[src/rtl/core/binary_image_thinning_macros.svh]
// ----------------------------------------------------------------------------
// Binary image thinning: assertion macros
// Shared property shorthands, clocked on clk_i and disabled during reset.
// ----------------------------------------------------------------------------
`ifndef BINARY_IMAGE_THINNING_MACROS_SVH
`define BINARY_IMAGE_THINNING_MACROS_SVH

// Same-cycle implication.
`define BIT_ASSERT_IMPL(label, ante, cons, msg) \
  label: assert property (@(posedge clk_i) disable iff (!rst_ni) (ante) |-> (cons)) \
    else $error(msg);

// Next-cycle implication.
`define BIT_ASSERT_NEXT(label, ante, cons, msg) \
  label: assert property (@(posedge clk_i) disable iff (!rst_ni) (ante) |=> (cons)) \
    else $error(msg);

`endif

[src/rtl/core/bit_pkg.sv]
// ----------------------------------------------------------------------------
// Binary image thinning package
// Widths, row type, register indexes and the row evaluator control word.
// ----------------------------------------------------------------------------
package bit_pkg;

  localparam int unsigned ROW_W      = 64;
  localparam int unsigned DIM_W      = 7;
  localparam int unsigned ITER_W     = 8;
  localparam int unsigned CFG_IDX_W  = 2;
  localparam int unsigned CFG_DATA_W = 8;

  localparam logic [DIM_W-1:0] DIM_MIN = DIM_W'(3);

  // Configuration register indexes
  localparam logic [CFG_IDX_W-1:0] CFG_WIDTH    = CFG_IDX_W'(0);
  localparam logic [CFG_IDX_W-1:0] CFG_HEIGHT   = CFG_IDX_W'(1);
  localparam logic [CFG_IDX_W-1:0] CFG_MAX_ITER = CFG_IDX_W'(2);

  typedef logic [ROW_W-1:0] row_t;

  // Control word for the row evaluator
  typedef struct packed {
    logic second;    // second sub-pass corner rule
    row_t interior;  // columns that may be deleted
  } eval_ctl_t;

endpackage

[src/rtl/core/bit_row_eval.sv]
// ----------------------------------------------------------------------------
// Row evaluator
// Applies the thinning pixel test to every column of one centre row at once.
// ----------------------------------------------------------------------------
module bit_row_eval
  import bit_pkg::*;
(
  input  row_t      up_i,
  input  row_t      mid_i,
  input  row_t      dn_i,
  input  eval_ctl_t ctl_i,
  output row_t      del_o
);

  // Neighbourhood bits: [0] west column, [1] centre, [2] east column.
  function automatic logic pixel_del(logic [2:0] u, logic [2:0] m, logic [2:0] d,
                                     logic second);
    logic       e, ne, n, nw, wv, sw, s, se;
    logic [2:0] c, n1, n2, nm;
    logic       corner;
    e  = m[2];
    ne = u[2];
    n  = u[1];
    nw = u[0];
    wv = m[0];
    sw = d[0];
    s  = d[1];
    se = d[2];
    c  = 3'(!e & (ne | n)) + 3'(!n & (nw | wv)) + 3'(!wv & (sw | s)) + 3'(!s & (se | e));
    n1 = 3'(e | ne) + 3'(n | nw) + 3'(wv | sw) + 3'(s | se);
    n2 = 3'(ne | n) + 3'(nw | wv) + 3'(sw | s) + 3'(se | e);
    nm = (n1 < n2) ? n1 : n2;
    if (second) begin
      corner = (sw | s | !nw) & wv;
    end else begin
      corner = (ne | n | !se) & e;
    end
    return m[1] && (c == 3'd1) && (nm >= 3'd2) && (nm <= 3'd3) && !corner;
  endfunction

  // Pad with background on both sides so edge lanes see zeros.
  logic [ROW_W+1:0] up_pad, mid_pad, dn_pad;

  assign up_pad  = {1'b0, up_i, 1'b0};
  assign mid_pad = {1'b0, mid_i, 1'b0};
  assign dn_pad  = {1'b0, dn_i, 1'b0};

  for (genvar j = 0; j < ROW_W; j++) begin : g_lane
    assign del_o[j] = ctl_i.interior[j] &
                      pixel_del(up_pad[j+2:j], mid_pad[j+2:j], dn_pad[j+2:j], ctl_i.second);
  end

endmodule

[config.mk]
export PLATFORM = sky130hd
export DESIGN_NAME = bit_row_eval
export DESIGN_NICKNAME = d
export VERILOG_FILES = /design/src/rtl/core/binary_image_thinning_macros.svh /design/src/rtl/core/bit_pkg.sv /design/src/rtl/core/bit_row_eval.sv
export SDC_FILE = /design/constraint.sdc
export NUM_CORES = 1
export LEC_CHECK = 0
export ABC_AREA = 1
export BUFFER_PORTS_ARGS = -buffer_cell sky130_fd_sc_hd__buf_4
export CORE_MARGIN = 1.5
export CORE_UTILIZATION = 40
export DETAILED_ROUTE_END_ITERATION = 7
export SETUP_SLACK_MARGIN = 0.15
export SYNTH_ARGS = -nofsm -noshare
export SYNTH_HDL_FRONTEND = slang
export SYNTH_SLANG_ARGS = --single-unit
[constraint.sdc]
create_clock -name vclk -period 3.91
set_input_delay 0.1955 -clock vclk [all_inputs]
set_output_delay 0.1955 -clock vclk [all_outputs]
set_load 0.01 [all_outputs]
==> impl_results.md, run 1 <==
* Net count, final at 4615
* Start-to-end type of the worst setup path: input port to output port
* Fraction of power consumed by combinational cells at 100.0%
* Net Sw Power at 2530 uW
* TNS Setup at 0 ps
* Type of the most critical hold path: input port to output port
* HPWL reported at the end of detailed placement at 53300 um
* Area delta synth->final at 15.3%
* Iteration-0 DRC count of the detailed router at just under 1000
* Setup repair after global routing missed its margin: no
* Max Fanout on Critical Path at 6
* Share of layout cells above drive strength 1 at 9.50%
* First-pass GRT wire length at around 99000 um
* Floorplan die height at around 230 um
* Pleak at 0.0137 uW
* Flip-flop and latch area at 0 um^2
* Antenna-violating nets left at 0
* Via count of the first global-routing pass at 21100
* Synthesized cell area at 21300 um^2
* Highest attainable clock frequency at 333 MHz
* Floorplan row count at 84
* Total of endpoints with negative setup slack in the final report at 0
* Cell internal power dissipation at between 1500 and 2000 uW
* Number of buffers added to fix hold violations after cts at 0
* Cells taking the most area after synthesis: ha_1 (33%), inv_1 (11%), nand2_1 (10%), nor2_1 (9.1%), fa_1 (6.4%)
* Number of setup buffers added after CTS at 0
* Sequential fraction of design power at 0%
* Final hold violation count at 0
* # clk buffers at 0
* Detailed Routing Iterations Pass 1 at 5
* Maximum number of pins on one net before global-route repair at 40
* Initial cell density of the core at roughly two fifths
* Die Area at 54700 um^2
* Largest stage delay, worst path at roughly 380 ps
* Data arrival time at the worst-slack endpoint at approximately 2800 ps
* Actual slew at the worst max-slew pin at 677 ps
* Layout sequential cell count at 0
* Part of the Yosys area used for sequential elements at 0%
* Clock network fraction of design power at 0%
* GPL Wtd Cong at 0.892
* Avg Inst Size Synth at roughly 6.2 um^2
* Maximum capacitance violations at 0
* Tmin final at 3000 ps
* Data required time of the critical path at 3710 ps
* Count of unique library cells instantiated by Yosys at 33
* Number of max-slew violations in the final report at 0
* Chain of cells forming the critical path: buf_4 -> nor2_1 -> xnor2_1 -> inv_1 -> ha_1 -> ha_1 -> ha_1 -> inv_1 -> ha_1 -> a21o_1 -> inv_1 -> nand2_1 -> o21bai_1 -> nor2_1 -> nor2_1 -> buf_4
* Instance count of the mapped netlist at approximately 3400
* Setup crit end kind: output port
* Max-slew headroom at between 50% and 60%
* Via total after detailed routing at between 20000 and 25000
* Slowest CP cell: nor2_1
* Net Count, Synth at 4302
* Result of the run: finished clean
* Part of the cycle the worst path needs at between 70% and 80%
* Post-route DRC at 0
* Synthesis warning total at 0
* Final total power at ~4400 uW
* Commonest non-fill, non-tap cells in the layout: inv_1 (629), nand2_1 (567), ha_1 (562), nor2_1 (518), buf_4 (327)
* GR Util All Layers at a little over a fifth
* Most common cell after layout, fill and taps aside: inv_1
* Routed wire length per instance at roughly 14 um
* Input/output buffers at 321
* Total Routed Length at a little over 60000 um
* Top cell type's share of synthesized area at 33.0%
* Number of gates given a new drive strength after cts at 0
* Cell mode on critical path: ha_1
* Vias per cell at 5.04
* Placeable Area at around 53000 um^2
* Die X at 234 um
* Power density of the placed cells at 178 nW/um^2
* Grt total ovfl at 0
* Maximum vdd drop at just under 0.00009 V
* Count of pins on the block boundary at 321
* Antenna violations before repair at 13
* Switching share of power at 58.0%
* Cell accounting for the most synthesized area: ha_1
* Crit start category: input port
-- metrics by stage --
stage / utilization, % / setup WS (ps) / hold slack, ps / instances / area [um^2]
finish: 46.7 / 907 / 771 / 4422 / 24600
global route: 46.7 / 730 / 799 / 4418 / 24600
CTS: 46.6 / 868 / 780 / 4414 / 24600
detailed placement: 46.6 / 871 / 780 / 4414 / 24600
global placement: 46.6 / 912 / 775 / 4414 / 24600
floorplan: - / 1310 / 539 / 3415 / 21300
-- routing by layer --
| metal | vias to the layer above | GRT usage, % | wire length (um) |
|---|---|---|---|
| li1 | 11900 | - | - |
| met1 | 9880 | 28.6 | 28800 |
| met2 | 390 | 37.3 | 27400 |
| met3 | 73 | 2.03 | 2600 |
| met4 | 14 | 4.11 | 1360 |
| met5 | - | 0 | 92 |
-- area by class of cell --
class	instances	area, um^2
fill	5621	28100
timing repair buffer	327	2450
multi-input combinational	2767	18900
tap	688	861
inverter	632	2370
antenna	8	20.0
-- power groups by stage --
stage	clock [uW]	combinational, uW	sequential (uW)
2_1_floorplan	0	3270	0
3_3_place_gp	0	4340	0
3_5_place_dp	0	4360	0
4_1_cts	0	4390	0
5_1_grt	0.000137	5140	0
6_report	0.000274	4370	0
-- kinds of logic (layout without fill, tap and decap cells) --
kind of cell | count (synthesis) | count (layout) | share of synthesized area [%]
adder cells (fa/ha/maj) | 630 | 630 | 39.4
AO/OA/AOI/OAI | 645 | 645 | 18.4
other | 0 | 8 | 0
buffers and inverters | 648 | 959 | 11.4
XOR/XNOR | 79 | 79 | 3.25
AND/OR/NAND/NOR | 1413 | 1413 | 27.5
-- critical path: cells and delay by family --
kind | cells | cell delay, ps
adders and majority gates | 4 | 900
and+or+nand+nor | 4 | 730
buffers and inverters | 5 | 510
AOI/OAI and AO/OA | 2 | 300
xor gates and xnor gates | 1 | 170
-- cell usage after synthesis, types with 2 or more instances --
| cell type | count |
|---|---|
| a31oi_1 | 4 |
| inv_1 | 630 |
| xnor2_1 | 72 |
| o2111ai_1 | 4 |
| xor2_1 | 7 |
| a2111oi_0 | 2 |
| buf_2 | 5 |
| nand3_1 | 178 |
| o21a_1 | 25 |
| nor2_2 | 17 |
| nand4_1 | 51 |
| nor3_1 | 50 |
| inv_2 | 2 |
| a21boi_0 | 58 |
| a21o_1 | 17 |
| ha_1 | 562 |
| fa_1 | 68 |
| nand3b_1 | 7 |
| nand2_2 | 3 |
| o21bai_1 | 87 |
| o21ai_0 | 104 |
| nor3b_1 | 17 |
| o21ai_1 | 24 |
| nor4_1 | 4 |
| a31o_2 | 3 |
| a21oi_1 | 243 |
| nor2_1 | 518 |
| nand2_1 | 567 |
| o211ai_1 | 29 |
| clkbuf_1 | 11 |
| a211oi_1 | 44 |
-- final timing paths --
path	startpoint	slack, ps	depth (start not counted)	endpoint
max	mid_i[46]	910	16	del_o[47]
min	ctl_i[63]	770	4	del_o[63]
(Power assumes the default switching activity.)
==> run 2: changes to the inputs <==
Clock period 3.91 ns to 2.4 ns, I/O delays scaled along.
==> impl_results.md, run 2 (same netlist as run 1, synthesis figures left out) <==
* Net count, final at 5575 (+21%)
* GPL Wtd Cong at 0.941 (+5.5%)
* Final hold violation count at 0 (unchanged)
* Fin Hold WS at 631 ps (-140 ps)
* Max Fanout on Critical Path at 4 (-2)
* Vias per cell at 5.42 (+7.5%)
* Flip-flop and latch area at 0 um^2 (unchanged)
* Most common cell after layout, fill and taps aside: buf_4
* Iteration-0 DRC count of the detailed router at 1552 (+56%)
* Cell internal power dissipation at 6790 uW (+270%)
* Commonest non-fill, non-tap cells in the layout: buf_4 (980), inv_1 (363), nand2_1 (352), ha_4 (283), nor2_1 (248)
* Count of pins on the block boundary at 321 (unchanged)
* Input/output buffers at 321 (unchanged)
* Floorplan die height at 234 um (unchanged)
* Sequential fraction of design power at 0% (unchanged)
* Die X at 234 um (unchanged)
* Data arrival time at the worst-slack endpoint at 2470 ps (-340 ps)
* Maximum vdd drop at 0.000214 V (+140%)
* Actual slew at the worst max-slew pin at 470 ps (-207 ps)
* Post-route DRC at 0 (unchanged)
* Largest stage delay, worst path at 280 ps (-100 ps)
* Final Cell Area at 42200 um^2 (+71%)
* Type of the most critical hold path: input port to output port
* Chain of cells forming the critical path: buf_8 -> buf_6 -> inv_6 -> nand2_2 -> ha_4 -> inv_1 -> nand2_1 -> nand2_1 -> nor2_2 -> ha_4 -> inv_2 -> nor2_1 -> nor3b_2 -> nand2_1 -> buf_6 -> a21oi_2 -> nor2_1 -> nor2_2 -> buf_4
* Crit start category: input port
* Initial cell density of the core at 40.5% (unchanged)
* HPWL reported at the end of detailed placement at 58800 um (+10%)
* Share of layout cells above drive strength 1 at 61.4% (+52 points)
* Fillcell total at 3106 (-45%)
* Fraction of power consumed by combinational cells at 100.0% (about the same)
* Number of buffers added to fix hold violations after cts at 0 (unchanged)
* Share of the core filled with cells at 80.1% (+33 points)
* Area delta synth->final at 97.8%
* Setup repair after global routing missed its margin: yes
* First-pass GRT wire length at 126000 um (+27%)
* Worst setup margin at -194 ps (-1100 ps)
* Routed wire length per instance at 17.5 um (+28%)
* Die Area at 54700 um^2 (unchanged)
* Via total after detailed routing at 29100 (+31%)
* Maximum capacitance violations at 0 (unchanged)
* Cell mode on critical path: nand2_1
* Tmin final at 2590 ps
* Start-to-end type of the worst setup path: input port to output port
* Data required time of the critical path at 2280 ps (-1430 ps)
* Result of the run: finished with violations
* Slowest CP cell: ha_4
* Detailed Routing Iterations Pass 1 at 5 (unchanged)
* Via count of the first global-routing pass at 27300 (+30%)
* Violations in the final reports: negative setup slack
* Placed cell areas at 30100 um^2 (+23%)
* Highest attainable clock frequency at 385 MHz
* Number of max-slew violations in the final report at 0 (unchanged)
* Clock network fraction of design power at 0% (unchanged)
* Total Routed Length at 94100 um (+56%)
* Maximum number of pins on one net before global-route repair at 53 (+33%)
* Max-slew headroom at 68.6% (+14 points)
* Placeable Area at 52700 um^2 (unchanged)
* Pleak at 0.0196 uW (+43%)
* Layout sequential cell count at 0 (unchanged)
* # clk buffers at 0 (unchanged)
* Final total power at 13700 uW (+210%)
* Grt total ovfl at 0 (unchanged)
* Part of the cycle the worst path needs at 108%
* Power density of the placed cells at 325 nW/um^2 (+83%)
* Switching share of power at 50.5% (-7.5 points)
* Setup crit end kind: output port
* Antenna-violating nets left at 0 (unchanged)
* Antenna violations before repair at 6 (-7)
* GR Util All Layers at 27.4% (+5.9 points)
* Total of endpoints with negative setup slack in the final report at 33 (+33)
* Net Sw Power at 6920 uW (+170%)
* Floorplan row count at 84 (unchanged)
## run 2: layout make-up
| type | count | area (um^2) | share of cell area, % |
|---|---|---|---|
| Antenna cell | 4 | 10.0 | 0.0237 |
| Multi-Input combinational cell | 2767 | 27300 | 64.7 |
| Tap cell | 688 | 861 | 2.04 |
| Timing Repair Buffer | 1287 | 11300 | 26.7 |
| Inverter | 632 | 2750 | 6.52 |
## run 2: worst max-delay path: cells and delay by family
family | cells | cell delay [ps]
AND/OR/NAND/NOR | 9 | 1060
buffers and inverters | 7 | 690
adder cells (fa/ha/maj) | 2 | 510
AO/OA/AOI/OAI | 1 | 100
## run 2: worst paths after layout
check                     from   endpoint  slack (ps)  cells after the start
worst max-delay path  up_i[28]  del_o[29]        -190                     19
worst min-delay path  ctl_i[0]   del_o[0]         630                      4
## run 2: layer usage
metal  share of wire (%)  GRT usage [%]  vias to the layer above
li1                    -              -                    13900
met1                  39           33.9                    13900
met2                  51           50.2                     1006
met3                 5.3           2.25                      348
met4                 4.9           7.71                        4
met5               0.032              0                        -
## run 2: stage by stage
| step | setup slack [ps] | setup TNS [ps] | cells |
|---|---|---|---|
| 5_1_grt | -309 | -7030 | 5378 |
| 6_report | -194 | -2480 | 5378 |
| 3_3_place_gp | -275 | -8090 | 5145 |
| 4_1_cts | -80.5 | -966 | 5281 |
| 3_5_place_dp | -291 | -9480 | 5145 |
| 2_1_floorplan | 140 | 0 | 3415 |
## run 2: power groups by stage
stage,clock network [uW],registers [uW],logic (uW)
2_1_floorplan,0,0,5360
3_3_place_gp,0,0,8470
3_5_place_dp,0,0,8620
4_1_cts,0,0,11000
5_1_grt,0.000223,0,15000
6_report,0.000223,0,13700
## run 2: what timing repair did
action                      CTS  global route
setup endpoints to repair    62            63
setup buffers               136            93
pin swaps                   711           746
gates resized for setup    1555           995
==> run 3: changes to the inputs <==
Settings changed: CELL_PAD_IN_SITES_DETAIL_PLACEMENT set to 1, CELL_PAD_IN_SITES_GLOBAL_PLACEMENT set to 1, CORE_UTILIZATION 40 to 38, PLACE_DENSITY_LB_ADDON set to 0.1.
==> impl_results.md, run 3 <==
* Result of the run: aborted with a tool error
* Last stage reached: 4_1_cts
* Error message: [ERROR DPL-0033] detailed placement checks failed during check placement.
* HPWL reported at the end of detailed placement at 74700 um (+27%)
* Die X at 240 um (+2.6%)
* Commonest cells post-synth: inv_1 (630), nand2_1 (567), ha_1 (562)
* Count of unique library cells instantiated by Yosys at 33 (unchanged)
* Instance count of the mapped netlist at 3415 (unchanged)
* Count of pins on the block boundary at 321 (unchanged)
* Floorplan die height at 240 um (+2.6%)
* Number of buffers added to fix hold violations after cts at 0 (unchanged)
* Synthesis warning total at 0 (unchanged)
* Synthesized cell area at 21300 um^2 (unchanged)
* Top cell type's share of synthesized area at 33.0% (unchanged)
* Cells taking the most area after synthesis: ha_1 (33%), inv_1 (11%), nand2_1 (10%), nor2_1 (9.1%), fa_1 (6.4%)
* Initial cell density of the core at 38.5% (-1.9 points)
* Avg Inst Size Synth at 6.24 um^2 (unchanged)
* Input/output buffers at 321 (unchanged)
* Floorplan row count at 86 (+2.4%)
* Cell with the most instances after synthesis: inv_1
* Number of setup buffers added after CTS at 230 (+69%)
* Number of gates given a new drive strength after cts at 1898 (+22%)
* Placed cell areas at 30200 um^2 (about the same)
* Net Count, Synth at 4302 (unchanged)
* GPL Wtd Cong at 0.942 (about the same)
* Part of the Yosys area used for sequential elements at 0% (unchanged)
* Cell accounting for the most synthesized area: ha_1
-- run 3: stage by stage --
| stage | hold WS [ps] | setup TNS [ps] | worst slack (ps) | util, % | std cells |
|---|---|---|---|---|---|
| after floorplan | 388 | 0 | 140 | - | 3415 |
| after global placement | 617 | -7490 | -309 | 54.5 | 5201 |
| after detailed placement | 623 | -14730 | -453 | 54.5 | 5201 |
-- run 3: cells by family after synthesis --
group	Yosys count	synth area share (%)
xor+xnor	79	3.25
buf+inv	648	11.4
compound gates	645	18.4
fa+ha+maj	630	39.4
simple gates	1413	27.5
==> run 4: changes to the inputs <==
Settings changed: CELL_PAD_IN_SITES_DETAIL_PLACEMENT 1 to unset, CELL_PAD_IN_SITES_GLOBAL_PLACEMENT 1 to unset, CORE_UTILIZATION 38 to 25, PLACE_DENSITY_LB_ADDON 0.1 to 0.15, SETUP_SLACK_MARGIN 0.15 to unset.
Clock period 2.4 ns to 3.1 ns, I/O delays scaled along.
==> impl_results.md, run 4 (same netlist as run 1, synthesis figures left out) <==
* Worst Min Path Start: ctl_i[0]
* Commonest non-fill, non-tap cells in the layout: inv_1 (629), nand2_1 (567), ha_1 (562), nor2_1 (518), buf_4 (403)
* Result of the run: finished clean
* Maximum capacitance violations at 0
* Worst Hold Path Cells at 4
* Vias per cell at 4.54
* Antenna-violating nets left at 0
* Input/output buffers at 321 (unchanged)
* Fin Hold WS at 701 ps
* Net count, final at 4693
* Die Area at 87000 um^2
* HPWL reported at the end of detailed placement at 61500 um (-18%)
* Routed wire length per instance at 14.1 um
* TNS Setup at 0 ps
* Via count of the first global-routing pass at 21800
* Post-route DRC at 0
* Detailed Routing Iterations Pass 1 at 5
* Number of max-slew violations in the final report at 0
* Worst setup margin at 247 ps
* Number of gates given a new drive strength after cts at 0 (-100%)
* Part of the cycle the worst path needs at 92.0%
* Power density of the placed cells at about 220 nW/um^2
* Total of endpoints with negative setup slack in the final report at 0
* Share of layout cells above drive strength 1 at 11.4%
* Setup crit end kind: output port
* First-pass GRT wire length at between 100000 and 150000 um
* Antenna violations before repair at 8
* Most common cell after layout, fill and taps aside: inv_1
* Via total after detailed routing at 22500
* Area delta synth->final at 20.8%
* Count of pins on the block boundary at 321 (unchanged)
* Setup repair after global routing missed its margin: no
* Grt total ovfl at 0
* Data arrival time at the worst-slack endpoint at 2700 ps
* Tmin final at 2850 ps
* Floorplan row count at 106 (+23%)
* Actual slew at the worst max-slew pin at 587 ps
* Max-slew headroom at 60.9%
* Final hold violation count at 0
* Number of buffers added to fix hold violations after cts at 0 (unchanged)
* Crit start category: input port
* Initial cell density of the core at 25.3% (-13 points)
* Layout sequential cell count at 0
* Endpoint with the worst hold slack: del_o[0]
* Maximum number of pins on one net before global-route repair at 80
* Maximum vdd drop at 0.0000827 V
* Flip-flop and latch area at 0 um^2
* Total Routed Length at 69600 um
* Placeable Area at 84100 um^2
* Iteration-0 DRC count of the detailed router at 869
* Max Fanout on Critical Path at 6
* Start-to-end type of the worst setup path: input port to output port
* Highest attainable clock frequency at roughly 350 MHz
* Final total power at 5650 uW
* GR Util All Layers at 15.6%
* Worst slack at placement at 248 ps (+701 ps)
* Type of the most critical hold path: input port to output port
* # clk buffers at 0
* Floorplan die height at 295 um (+23%)
* Pleak at 0.0141 uW
* Die X at 295 um (+23%)
* Data required time of the critical path at 2940 ps
* GPL Wtd Cong at 0.853 (-9.4%)
* Share of the core filled with cells at 30.6%
* Number of setup buffers added after CTS at 0 (-100%)
run 4: metal layers:
metal / track usage [%] / wire length [um] / up-vias
met5: 0 / 36 / -
met4: 1.12 / 443 / 6
met3: 0.459 / 2130 / 22
met2: 27.3 / 32500 / 274
met1: 22.1 / 34500 / 10100
li1: - / - / 12100
run 4: final cells by class:
cell class                 instances  area, um^2
antenna                            5        12.5
fill                            9576       58300
inverter                         632        2370
multi-input combinational       2767       18900
tap                             1134        1420
timing repair buffer             405        3070
run 4: worst max path at each step:
stage                         start   endpoint  slack [ps]  cells past startpoint
after floorplan           mid_i[18]  del_o[19]         580                     11
after global placement     mid_i[7]   del_o[8]         250                     18
after detailed placement    up_i[3]   del_o[2]         250                     15
after CTS                   up_i[3]   del_o[2]         230                     15
after global routing       up_i[20]  del_o[20]           7                     17
final                       up_i[3]   del_o[2]         250                     15
run 4: worst max-delay path: stages:
cell      delay [ps]
buf_4            140
nor2_1           340
xnor2_1          170
inv_1             60
ha_1             270
ha_1             180
ha_1             190
inv_1             80
ha_1             220
o21a_1           110
a21oi_1          280
nor2_1            70
a211oi_1         190
nor2_1           110
buf_4            150
run 4: per-stage QoR:
stage                     std cells  area [um^2]
after floorplan                3415        21300
after global placement         4938        25700
after detailed placement       4938        25700
after CTS                      4938        25700
after global routing           4942        25700
final                          4943        25700
run 4: power by group:
| part | total (uW) | switching [uW] | internal (uW) |
|---|---|---|---|
| Clock | 0.000217 | 0 | 0.000217 |
| Combinational | 5650 | 3260 | 2390 |
| Sequential | 0 | 0 | 0 |
